==> config.mk <==
export PLATFORM = sky130hd
export DESIGN_NAME = two_button_panel_controller
export DESIGN_NICKNAME = d
export VERILOG_FILES = /design/src/rtl/tbpc_pkg.sv /design/src/rtl/two_button_panel_controller.sv
export SDC_FILE = /design/constraint.sdc
export NUM_CORES = 1
export LEC_CHECK = 0
export BUFFER_PORTS_ARGS = -buffer_cell sky130_fd_sc_hd__buf_4
export CAP_MARGIN = 25
export CORE_MARGIN = 8
export CORE_UTILIZATION = 31
export DETAILED_ROUTE_END_ITERATION = 10
export HOLD_SLACK_MARGIN = 0.02
export SYNTH_ARGS = -nofsm -noshare
export SYNTH_HDL_FRONTEND = slang
export SYNTH_SLANG_ARGS = --single-unit
==> constraint.sdc <==
create_clock -name clk -period 3.2 [get_ports clk]
set_input_delay 0.32 -clock clk [delete_from_list [all_inputs] [get_ports clk]]
set_output_delay 0.32 -clock clk [all_outputs]
set_load 0.01 [all_outputs]
==> src/rtl/tbpc_pkg.sv <==
// Shared types and constants for the two-button panel controller.
package tbpc_pkg;

  typedef enum logic [1:0] {
    CMD_TICK  = 2'd0,
    CMD_START = 2'd1,
    CMD_SETUP = 2'd2
  } cmd_t;

  localparam int BOWL_MODES_DEF = 3;
  localparam int ARM_MODES_DEF  = 3;

  localparam logic [15:0] HOLD_TICKS_RESET = 16'd2000;
  localparam logic [15:0] HOLD_MAX         = 16'hFFFF;

  localparam logic [7:0] LED_BLINK = 8'h55;
  localparam logic [7:0] LED_ON    = 8'hFF;
  localparam logic [7:0] LED_OFF   = 8'h00;

  localparam logic [2:0] SEL_BOWL  = 3'd0;
  localparam logic [2:0] SEL_ARM   = 3'd1;
  localparam logic [2:0] SEL_DOSE  = 3'd2;
  localparam logic [2:0] SEL_PUMP  = 3'd3;
  localparam logic [2:0] SEL_DRYER = 3'd4;
  localparam logic [2:0] SEL_WATER = 3'd5;

  typedef struct packed {
    logic       beep;
    logic       lock_led_write;
    logic [7:0] lock_led_pattern;
    logic       lock_led_mode;
    logic [2:0] select_leds;
    logic       drive_write;
    logic [2:0] drive_which;
    logic [1:0] drive_value;
  } result_t;

endpackage

==> src/rtl/two_button_panel_controller.sv <==
// Two-button panel controller: button classification, lock and actuator settings.
//
// The input channel carries one event per transfer: a time tick, or a press or
// release edge of the start or setup button. Every accepted event yields exactly
// one result transfer on the output channel, in order.
// The event is decoded and all state is updated in the cycle of the transfer; the
// result lands in the output register, or in the skid register while the output
// is stalled. One event can be taken every cycle while in_stall is low.
// A skid register behind the output register absorbs one result when the
// receiver stalls, so an event can still be taken in that cycle; in_stall rises
// only while the skid register is full and clears once the receiver takes data.
// hold_ticks is written through cfg_we and cfg_data; the user does so only while
// the block is idle, which the block does not enforce. A synchronous reset clears
// both buttons, the chord and lock flags, the hold counter, the selection and all
// settings, sets hold_ticks to 2000 and empties the output and skid registers.
module two_button_panel_controller #(
  parameter int BOWL_MODES = tbpc_pkg::BOWL_MODES_DEF,
  parameter int ARM_MODES  = tbpc_pkg::ARM_MODES_DEF
) (
  input  logic        clk,
  input  logic        rst,
  input  logic        cfg_we,
  input  logic [15:0] cfg_data,
  input  logic        in_valid,
  output logic        in_stall,
  input  logic [1:0]  command,
  input  logic        released,
  output logic        out_valid,
  input  logic        out_stall,
  output logic        beep,
  output logic        lock_led_write,
  output logic [7:0]  lock_led_pattern,
  output logic        lock_led_mode,
  output logic [2:0]  select_leds,
  output logic        drive_write,
  output logic [2:0]  drive_which,
  output logic [1:0]  drive_value
);
  import tbpc_pkg::*;

  localparam logic [2:0] BOWL_LIM = 3'(BOWL_MODES);
  localparam logic [2:0] ARM_LIM  = 3'(ARM_MODES);

  logic [15:0] hold_ticks;
  logic        start_down, start_down_next;
  logic        setup_down, setup_down_next;
  logic        chord_active, chord_active_next;
  logic        panel_locked, panel_locked_next;
  logic [15:0] hold_elapsed, hold_elapsed_next;
  logic [2:0]  selected_actuator, selected_actuator_next;
  logic [1:0]  bowl_setting, bowl_setting_next;
  logic [1:0]  arm_setting, arm_setting_next;
  logic [3:0]  onoff_settings, onoff_settings_next;

  result_t res_next;
  result_t out_res;
  result_t skid_res;
  logic    skid_valid;
  logic    accept;
  logic    out_take;

  logic       is_start;
  logic       other_down;
  logic       is_long;
  logic [2:0] bowl_inc;
  logic [2:0] arm_inc;
  logic [1:0] onoff_idx;
  logic [3:0] onoff_toggled;

  assign accept   = in_valid && !in_stall;
  assign out_take = out_valid && !out_stall;
  assign in_stall = skid_valid;

  assign is_start   = (command == CMD_START);
  assign other_down = is_start ? setup_down : start_down;
  assign is_long    = (hold_elapsed >= hold_ticks);
  assign bowl_inc   = {1'b0, bowl_setting} + 3'd1;
  assign arm_inc    = {1'b0, arm_setting} + 3'd1;
  assign onoff_idx  = 2'(selected_actuator - SEL_DOSE);
  assign onoff_toggled = onoff_settings ^ (4'b0001 << onoff_idx);

  always_comb begin
    start_down_next        = start_down;
    setup_down_next        = setup_down;
    chord_active_next      = chord_active;
    panel_locked_next      = panel_locked;
    hold_elapsed_next      = hold_elapsed;
    selected_actuator_next = selected_actuator;
    bowl_setting_next      = bowl_setting;
    arm_setting_next       = arm_setting;
    onoff_settings_next    = onoff_settings;
    res_next               = '0;

    unique case (cmd_t'(command))
      CMD_TICK: begin
        if (hold_elapsed != HOLD_MAX) begin
          hold_elapsed_next = hold_elapsed + 16'd1;
        end
      end
      CMD_START, CMD_SETUP: begin
        if (is_start) begin
          start_down_next = !released;
        end else begin
          setup_down_next = !released;
        end
        if (!released) begin
          hold_elapsed_next = '0;
          if (other_down) begin
            chord_active_next = 1'b1;
          end
          if (!panel_locked) begin
            res_next.beep = 1'b1;
          end else begin
            res_next.lock_led_write   = 1'b1;
            res_next.lock_led_pattern = LED_BLINK;
            res_next.lock_led_mode    = 1'b1;
          end
        end else if (!chord_active) begin
          if (panel_locked) begin
            res_next.lock_led_write   = 1'b1;
            res_next.lock_led_pattern = LED_ON;
            res_next.lock_led_mode    = 1'b1;
          end else if (!is_long) begin
            if (!is_start) begin
              selected_actuator_next = (selected_actuator >= SEL_WATER) ?
                                       SEL_BOWL : selected_actuator + 3'd1;
            end else begin
              res_next.drive_which = selected_actuator;
              priority if (selected_actuator == SEL_BOWL) begin
                bowl_setting_next    = (bowl_inc >= BOWL_LIM) ? 2'd0 : bowl_inc[1:0];
                res_next.drive_write = 1'b1;
                res_next.drive_value = bowl_setting_next;
              end else if (selected_actuator == SEL_ARM) begin
                arm_setting_next     = (arm_inc >= ARM_LIM) ? 2'd0 : arm_inc[1:0];
                res_next.drive_write = 1'b1;
                res_next.drive_value = arm_setting_next;
              end else if (selected_actuator <= SEL_WATER) begin
                onoff_settings_next  = onoff_toggled;
                res_next.drive_write = 1'b1;
                res_next.drive_value = {1'b0, onoff_toggled[onoff_idx]};
              end else begin
                res_next.drive_which = SEL_BOWL;
              end
            end
          end
        end else if (!other_down) begin
          if (is_long) begin
            panel_locked_next         = !panel_locked;
            res_next.lock_led_write   = 1'b1;
            res_next.lock_led_pattern = panel_locked ? LED_OFF : LED_ON;
            res_next.lock_led_mode    = !panel_locked;
          end else if (panel_locked) begin
            res_next.lock_led_write   = 1'b1;
            res_next.lock_led_pattern = LED_ON;
            res_next.lock_led_mode    = 1'b1;
          end
          chord_active_next = 1'b0;
        end
      end
      default: begin
      end
    endcase

    res_next.select_leds = selected_actuator_next + 3'd1;
  end

  always_ff @(posedge clk) begin
    if (rst) begin
      hold_ticks <= HOLD_TICKS_RESET;
    end else if (cfg_we) begin
      hold_ticks <= cfg_data;
    end
  end

  always_ff @(posedge clk) begin
    if (rst) begin
      start_down        <= 1'b0;
      setup_down        <= 1'b0;
      chord_active      <= 1'b0;
      panel_locked      <= 1'b0;
      hold_elapsed      <= '0;
      selected_actuator <= SEL_BOWL;
      bowl_setting      <= '0;
      arm_setting       <= '0;
      onoff_settings    <= '0;
    end else if (accept) begin
      start_down        <= start_down_next;
      setup_down        <= setup_down_next;
      chord_active      <= chord_active_next;
      panel_locked      <= panel_locked_next;
      hold_elapsed      <= hold_elapsed_next;
      selected_actuator <= selected_actuator_next;
      bowl_setting      <= bowl_setting_next;
      arm_setting       <= arm_setting_next;
      onoff_settings    <= onoff_settings_next;
    end
  end

  always_ff @(posedge clk) begin
    if (rst) begin
      out_valid  <= 1'b0;
      skid_valid <= 1'b0;
    end else begin
      if (!out_valid || out_take) begin
        out_valid  <= skid_valid || accept;
        skid_valid <= 1'b0;
      end else if (accept) begin
        skid_valid <= 1'b1;
      end
    end
  end

  always_ff @(posedge clk) begin
    if (!out_valid || out_take) begin
      out_res <= skid_valid ? skid_res : res_next;
    end
    if (accept && out_valid && out_stall) begin
      skid_res <= res_next;
    end
  end

  assign beep             = out_res.beep;
  assign lock_led_write   = out_res.lock_led_write;
  assign lock_led_pattern = out_res.lock_led_pattern;
  assign lock_led_mode    = out_res.lock_led_mode;
  assign select_leds      = out_res.select_leds;
  assign drive_write      = out_res.drive_write;
  assign drive_which      = out_res.drive_which;
  assign drive_value      = out_res.drive_value;

  a_skid_behind_out: assert property (@(posedge clk) disable iff (rst)
    skid_valid |-> out_valid)
    else $error("skid register full while output register empty");

  a_accept_gives_result: assert property (@(posedge clk) disable iff (rst)
    accept |=> out_valid)
    else $error("accepted event produced no result");

  a_lock_only_on_accept: assert property (@(posedge clk) disable iff (rst)
    !accept |=> $stable(panel_locked))
    else $error("lock flag changed without a transfer");

  a_beep_excludes_led: assert property (@(posedge clk) disable iff (rst)
    out_valid |-> !(beep && lock_led_write))
    else $error("beep and lock LED update in the same result");

endmodule
==> results of run 1 <==
[cell families (layout without fill, tap and decap cells)]
kind of cell | Yosys count | count (layout) | share of synthesized area
XOR/XNOR | 22 | 22 | 0.0494
AND/OR/NAND/NOR | 147 | 147 | 0.186
adder cells (fa/ha/maj) | 25 | 25 | 0.0801
flip-flops | 75 | 75 | 0.451
AO/OA/AOI/OAI | 57 | 57 | 0.0942
multiplexers | 28 | 28 | 0.0753
buffers and inverters | 56 | 98 | 0.0638
[stage by stage]
step | instance area [sq um] | worst slack [ns] | hold slack (ns) | cells
floorplan | 3900 | 0.487 | 0.450 | 410
global placement | 4370 | 0.343 | 0.473 | 608
detailed placement | 4370 | 0.305 | 0.483 | 608
CTS | 4630 | 0.262 | 0.192 | 624
global route | 4630 | 0.0375 | 0.204 | 624
finish | 4630 | 0.303 | 0.201 | 624
[layout by cell type (no fill, tap or decap), drive strengths merged, types with 6 or more instances in the layout]
cell type,Yosys,routed
mux2,11,11
a21oi,17,17
nor3,11,11
o211ai,6,6
xor2,6,6
edfxtp,26,26
dfxtp,49,49
inv,32,32
clkbuf,11,11
nor2,59,59
xnor2,16,16
buf,13,50
nand4,6,6
nand2,26,26
nand3,7,7
o21ai,15,15
ha,25,25
mux2i,17,17
[metal layers]
layer  vias to the layer above  global-route usage  share of wire
met5                         -                   0              0
met4                         0              0.0399          0.014
met3                         7              0.0379          0.060
met2                        66               0.172           0.47
met1                      1331               0.120           0.46
li1                       1488                   -              -
[worst max-delay path, delay by kind of cell (launching register included)]
kind | cells | cell delay, ns
and+or+nand+nor | 1 | 0.20
adders and majority gates | 2 | 0.54
DFF | 1 | 0.34
buffers and inverters | 2 | 0.13
muxes | 1 | 0.39
AOI/OAI and AO/OA | 6 | 1.06
[state kept, by name (all words and copies together) (netlist names), 2 cells and up]
name	cells
hold_elapsed	16
hold_ticks	16
skid_res	13
onoff_settings	4
drive_which	3
select_leds	3
selected_actuator	3
arm_setting	2
bowl_setting	2
drive_value	2
lock_led_pattern	2
[final cells by class]
cell class                      instances  area [sq um]  share of cell area
Sequential cell                        75          1760               0.381
Tap cell                              172           215              0.0465
Multi-Input combinational cell        279          1890               0.409
Clock buffer                           11           233              0.0503
Clock inverter                          5          31.3             0.00676
Timing Repair Buffer                   50           375              0.0811
Inverter                               32           120              0.0259
[where the power goes]
part / switching, W / leakage (nW) / internal [W]
Clock: 0.000380 / 0.129 / 0.000522
Combinational: 0.000113 / 1.10 / 0.0000938
Sequential: 0.0000171 / 0.670 / 0.00102
Total: 0.000509 / 1.90 / 0.00164
[how the worst min path moves through the flow]
stage	start	endpoint	slack [ns]
2_1_floorplan	cfg_data[10]	hold_ticks[10]$_SDFFE_PP1P_	0.45
3_3_place_gp	bowl_setting[1]$_SDFFE_PP0P_	bowl_setting[1]$_SDFFE_PP0P_	0.47
3_5_place_dp	hold_ticks[5]$_SDFFE_PP0P_	hold_ticks[5]$_SDFFE_PP0P_	0.48
4_1_cts	cfg_data[7]	hold_ticks[7]$_SDFFE_PP1P_	0.19
5_1_grt	cfg_data[7]	hold_ticks[7]$_SDFFE_PP1P_	0.20
6_report	cfg_data[7]	hold_ticks[7]$_SDFFE_PP1P_	0.20
==> impl_metrics.ini, run 1 <==
[logic_synthesis]
seq_area_frac_synth = 0.451
ys.flop_type = dfxtp_1
synthTopCellsByCount = nor2_1, dfxtp_1, inv_1
syn_avg_cell_area_sq_um = 9.52
yosysUniqueCellTypes = 54
yosys.area.top_type = dfxtp_1
synth_edf_count = 26
synth_area_leaders = dfxtp_1, edfxtp_1, ha_1, nor2_1, mux2i_1
synth_most_common_cell = nor2_1
synth-seq-cells = 75
synth_top_area_frac = 0.251
synth_cells = 410
synth.cell_area_sq_um = 3900
yosysWarnings = 0
synth_nets = 459
synthArstFlopShare = 0

[worst_setup_path]
r2r_end = select_leds[2]$_DFFE_PP_
crit_fanout = 4
start_kind = flip-flop
cpMaxStageDelayCell = mux2_2
crit_start = hold_ticks[2]$_SDFFE_PP0P_
criticalPathCategory = flip-flop to flip-flop
r2r_slack_ns = 0.30
r2r-start = hold_ticks[2]$_SDFFE_PP0P_
cp_data_arrival_time_ns = 2.98
crit_path_end_kind = flip-flop
cp.required_ns = 3.29
cp_slowest_stage_delay_ns = 0.39
r2r_cells = 12
crit_path_end = select_leds[2]$_DFFE_PP_
crit_chain = inv_1 -> ha_1 -> a211oi_1 -> o21ai_1 -> a21oi_1 -> o21ai_0 -> nor2_1 -> mux2_2 -> ha_1 -> inv_1 -> a2111oi_2 -> a211o_1

[placement]
io_buffers = 45
globalplace.congestion = 0.789
dp_hpwl_mm = 5.97

[sta]
min_period_ns = 2.90
fmax_ghz = 0.345
slew_viol_final = 0
finalHoldViolCount = 0
setup_viol = 0
rsz0062_at_grt = false
setup_tns_ns = 0
relSlewSlack = 0.553
worst-slew-pin-transition_ns = 0.665
skew_ns = 0.00947
min_period_over_period = 0.905

[clock_tree]
cts_buffer_depth = 2
cts_num_sinks = 75
clk_latency_ns = 0.34
post_cts_buffers = 0
ctsHoldBuffers = 0
cts.repair.resized = 0
htree_levels = 3
numCtsBuffers = 9
cts_tree = built
clk_pin_slew_ns = 0.05
cts-root-buf = clkbuf_16

[finish]
antenna_cells = 0
utilization = 0.371
drive_gt1_frac = 0.181
nFillCells = 1246
area_delta_synth_final_pct = 18.6
nNetsFinal = 496

[drt]
dr.pass1.iters = 6
ant_nets = 0
routedWlPerCell_um = 12.8
via_per_inst = 4.63
drc = 0
wirelength_mm = 7.98
num_vias = 2892
drt_iter0_markers = 173

[min_path]
hold_path_class = primary input to flip-flop
min_delay_path_depth = 3

[floorplanning]
pin_count = 46
start_util = 0.313
core_sq_um = 12500
die_y_um = 128
fp.dieW_um = 128
die-area_sq_um = 16400
row_count = 41

[global_route]
grt_antenna_before_repair = 0
grt_util_all_layers = 0.104
gr-total-overflow = 0
grt_pass1_wl_mm = 13.9
grt_max_degree = 29
grt_pass1_vias = 2884

[flow_run]
maxCapViolCount = 0

[pwr]
pwr_density_cell_nw_per_um2 = 463
totalPowerFinal_w = 0.00215
ir_drop_v = 0.000296
p_leak_nw = 1.90

[outcome]
status = finished clean
Power figures use the tool's default switching activity.
==> run 2: changes to the inputs <==
Settings changed: RECOVER_POWER from default to 25.
==> run 2 against run 1 <==
Against the previous run:
- utilization down 0.39 points
- worst setup slack got worse by 0.00078 ns
- worst hold slack barely moved
- largest cell class unchanged
- largest power group unchanged
==> impl_metrics.ini, run 2 (synthesis gave the netlist of run 1 again) <==
[global_route]
grt_pass1_wl_mm = 13.9
grt_util_all_layers = 0.104
grt_max_degree = 29
gr-total-overflow = 0
grt_pass1_vias = 2884
grt_antenna_before_repair = 0

[pwr]
netSwitchingFraction = 0.238
pwr_density_cell_nw_per_um2 = 466
clkPwrFrac = 0.422
p_leak_nw = 1.85
ir_drop_v = 0.000296
power_switching_w = 0.000509
p_seq_frac = 0.486
p_int_w = 0.00163
power_frac_comb = 0.092

[clock_tree]
ctsHoldBuffers = 0
cts_num_sinks = 75
post_cts_buffers = 0
htree_levels = 3
numCtsBuffers = 9
cts.repair.resized = 0
clk_latency_ns = 0.34
cts_tree = built
cts_buffer_depth = 2
cts-root-buf = clkbuf_16
clk_pin_slew_ns = 0.05

[worst_setup_path]
crit_family = compound AO/OA/AOI/OAI gates
r2r_slack_ns = 0.30
cp_slowest_stage_delay_ns = 0.39
worst-path-buf-inv = 2
r2r-start = hold_ticks[2]$_SDFFE_PP0P_
crit_chain = inv_1 -> ha_1 -> a211oi_1 -> o21ai_1 -> a21oi_1 -> o21ai_0 -> nor2_1 -> mux2_2 -> ha_1 -> inv_1 -> a2111oi_2 -> a211o_1
cpMaxStageDelayCell = mux2_2
cp.required_ns = 3.29
crit_start = hold_ticks[2]$_SDFFE_PP0P_
cp_data_arrival_time_ns = 2.98
start_kind = flip-flop
criticalPathCategory = flip-flop to flip-flop
crit_fanout = 4
crit_path_end_kind = flip-flop

[sta]
rsz0062_at_grt = false
relSlewSlack = 0.243
worst-slew-pin-transition_ns = 1.14
min_period_ns = 2.90
fmax_ghz = 0.345
setup_tns_ns = 0
skew_ns = 0.00948
timing.hold.ws_ns = 0.201
slew_viol_final = 0
setup_viol = 0
finalHoldViolCount = 0
min_period_over_period = 0.905

[placement]
dp_hpwl_mm = 5.97
io_buffers = 45
dp_cells = 608
placed_cell_area_sq_um = 4370
globalplace.congestion = 0.789

[drt]
dr.pass1.iters = 6
drt_iter0_markers = 162
num_vias = 2889
ant_nets = 0
drc = 0
routedWlPerCell_um = 12.8
via_per_inst = 4.63
wirelength_mm = 7.98

[floorplanning]
fp.dieW_um = 128
die_y_um = 128
row_count = 41
die-area_sq_um = 16400
pin_count = 46
core_sq_um = 12500
start_util = 0.313

[finish]
nNetsFinal = 496
stdcell_count = 624
area_delta_synth_final_pct = 17.3
utilization = 0.367
antenna_cells = 0
mostFrequentLayoutCells = nor2_1, dfxtp_1, buf_4
layout.cells.most_common = nor2_1
drive_gt1_frac = 0.153
fin_area_sq_um = 4580
largestRegisters = hold_elapsed x16, hold_ticks x16, skid_res x13

[min_path]
min_from = cfg_data[7]
hold_path_class = primary input to flip-flop

[outcome]
status = finished clean

[flow_run]
maxCapViolCount = 0
run 2: cell type report:
cell class                      instances  area [sq um]
Clock buffer                           11           233
Clock inverter                          5          31.3
Fill cell                            1254          7890
Inverter                               32           120
Multi-Input combinational cell        279          1890
Sequential cell                        75          1760
Tap cell                              172           215
Timing Repair Buffer                   50           327
run 2: worst register-to-register path, delay by kind of cell (launching register included):
| kind | cells | cell delay (ns) |
|---|---|---|
| AO/OA/AOI/OAI | 6 | 1.06 |
| adder cells (fa/ha/maj) | 2 | 0.54 |
| multiplexers | 1 | 0.39 |
| flip-flops | 1 | 0.34 |
| AND/OR/NAND/NOR | 1 | 0.19 |
| buffers and inverters | 2 | 0.13 |
run 2: per-stage QoR:
stage	total power [W]	worst slack, ns
after detailed placement	0.00127	0.305
after CTS	0.00218	0.262
final	0.00214	0.303
after floorplan	0.00119	0.487
after global routing	0.00223	0.0375
after global placement	0.00126	0.343
run 2: power by group through the flow:
stage | combinational [W] | sequential (W) | clock (W)
2_1_floorplan | 0.000129 | 0.00106 | 0
3_3_place_gp | 0.000206 | 0.00106 | 0
3_5_place_dp | 0.000208 | 0.00106 | 0
4_1_cts | 0.000210 | 0.00104 | 0.000933
5_1_grt | 0.000223 | 0.00104 | 0.000969
6_report | 0.000197 | 0.00104 | 0.000901
run 2: routing by layer:
metal,GRT usage,share of wire
met1,0.120,0.47
met3,0.0379,0.056
met2,0.172,0.46
met4,0.0399,0.014
met5,0,0
run 2: final timing paths:
path                                              endpoint  cells past startpoint
worst max-delay path              select_leds[2]$_DFFE_PP_                     12
worst min-delay path            hold_ticks[7]$_SDFFE_PP1P_                      3
worst max register to register    select_leds[2]$_DFFE_PP_                     12
worst min register to register  hold_ticks[5]$_SDFFE_PP0P_                      2
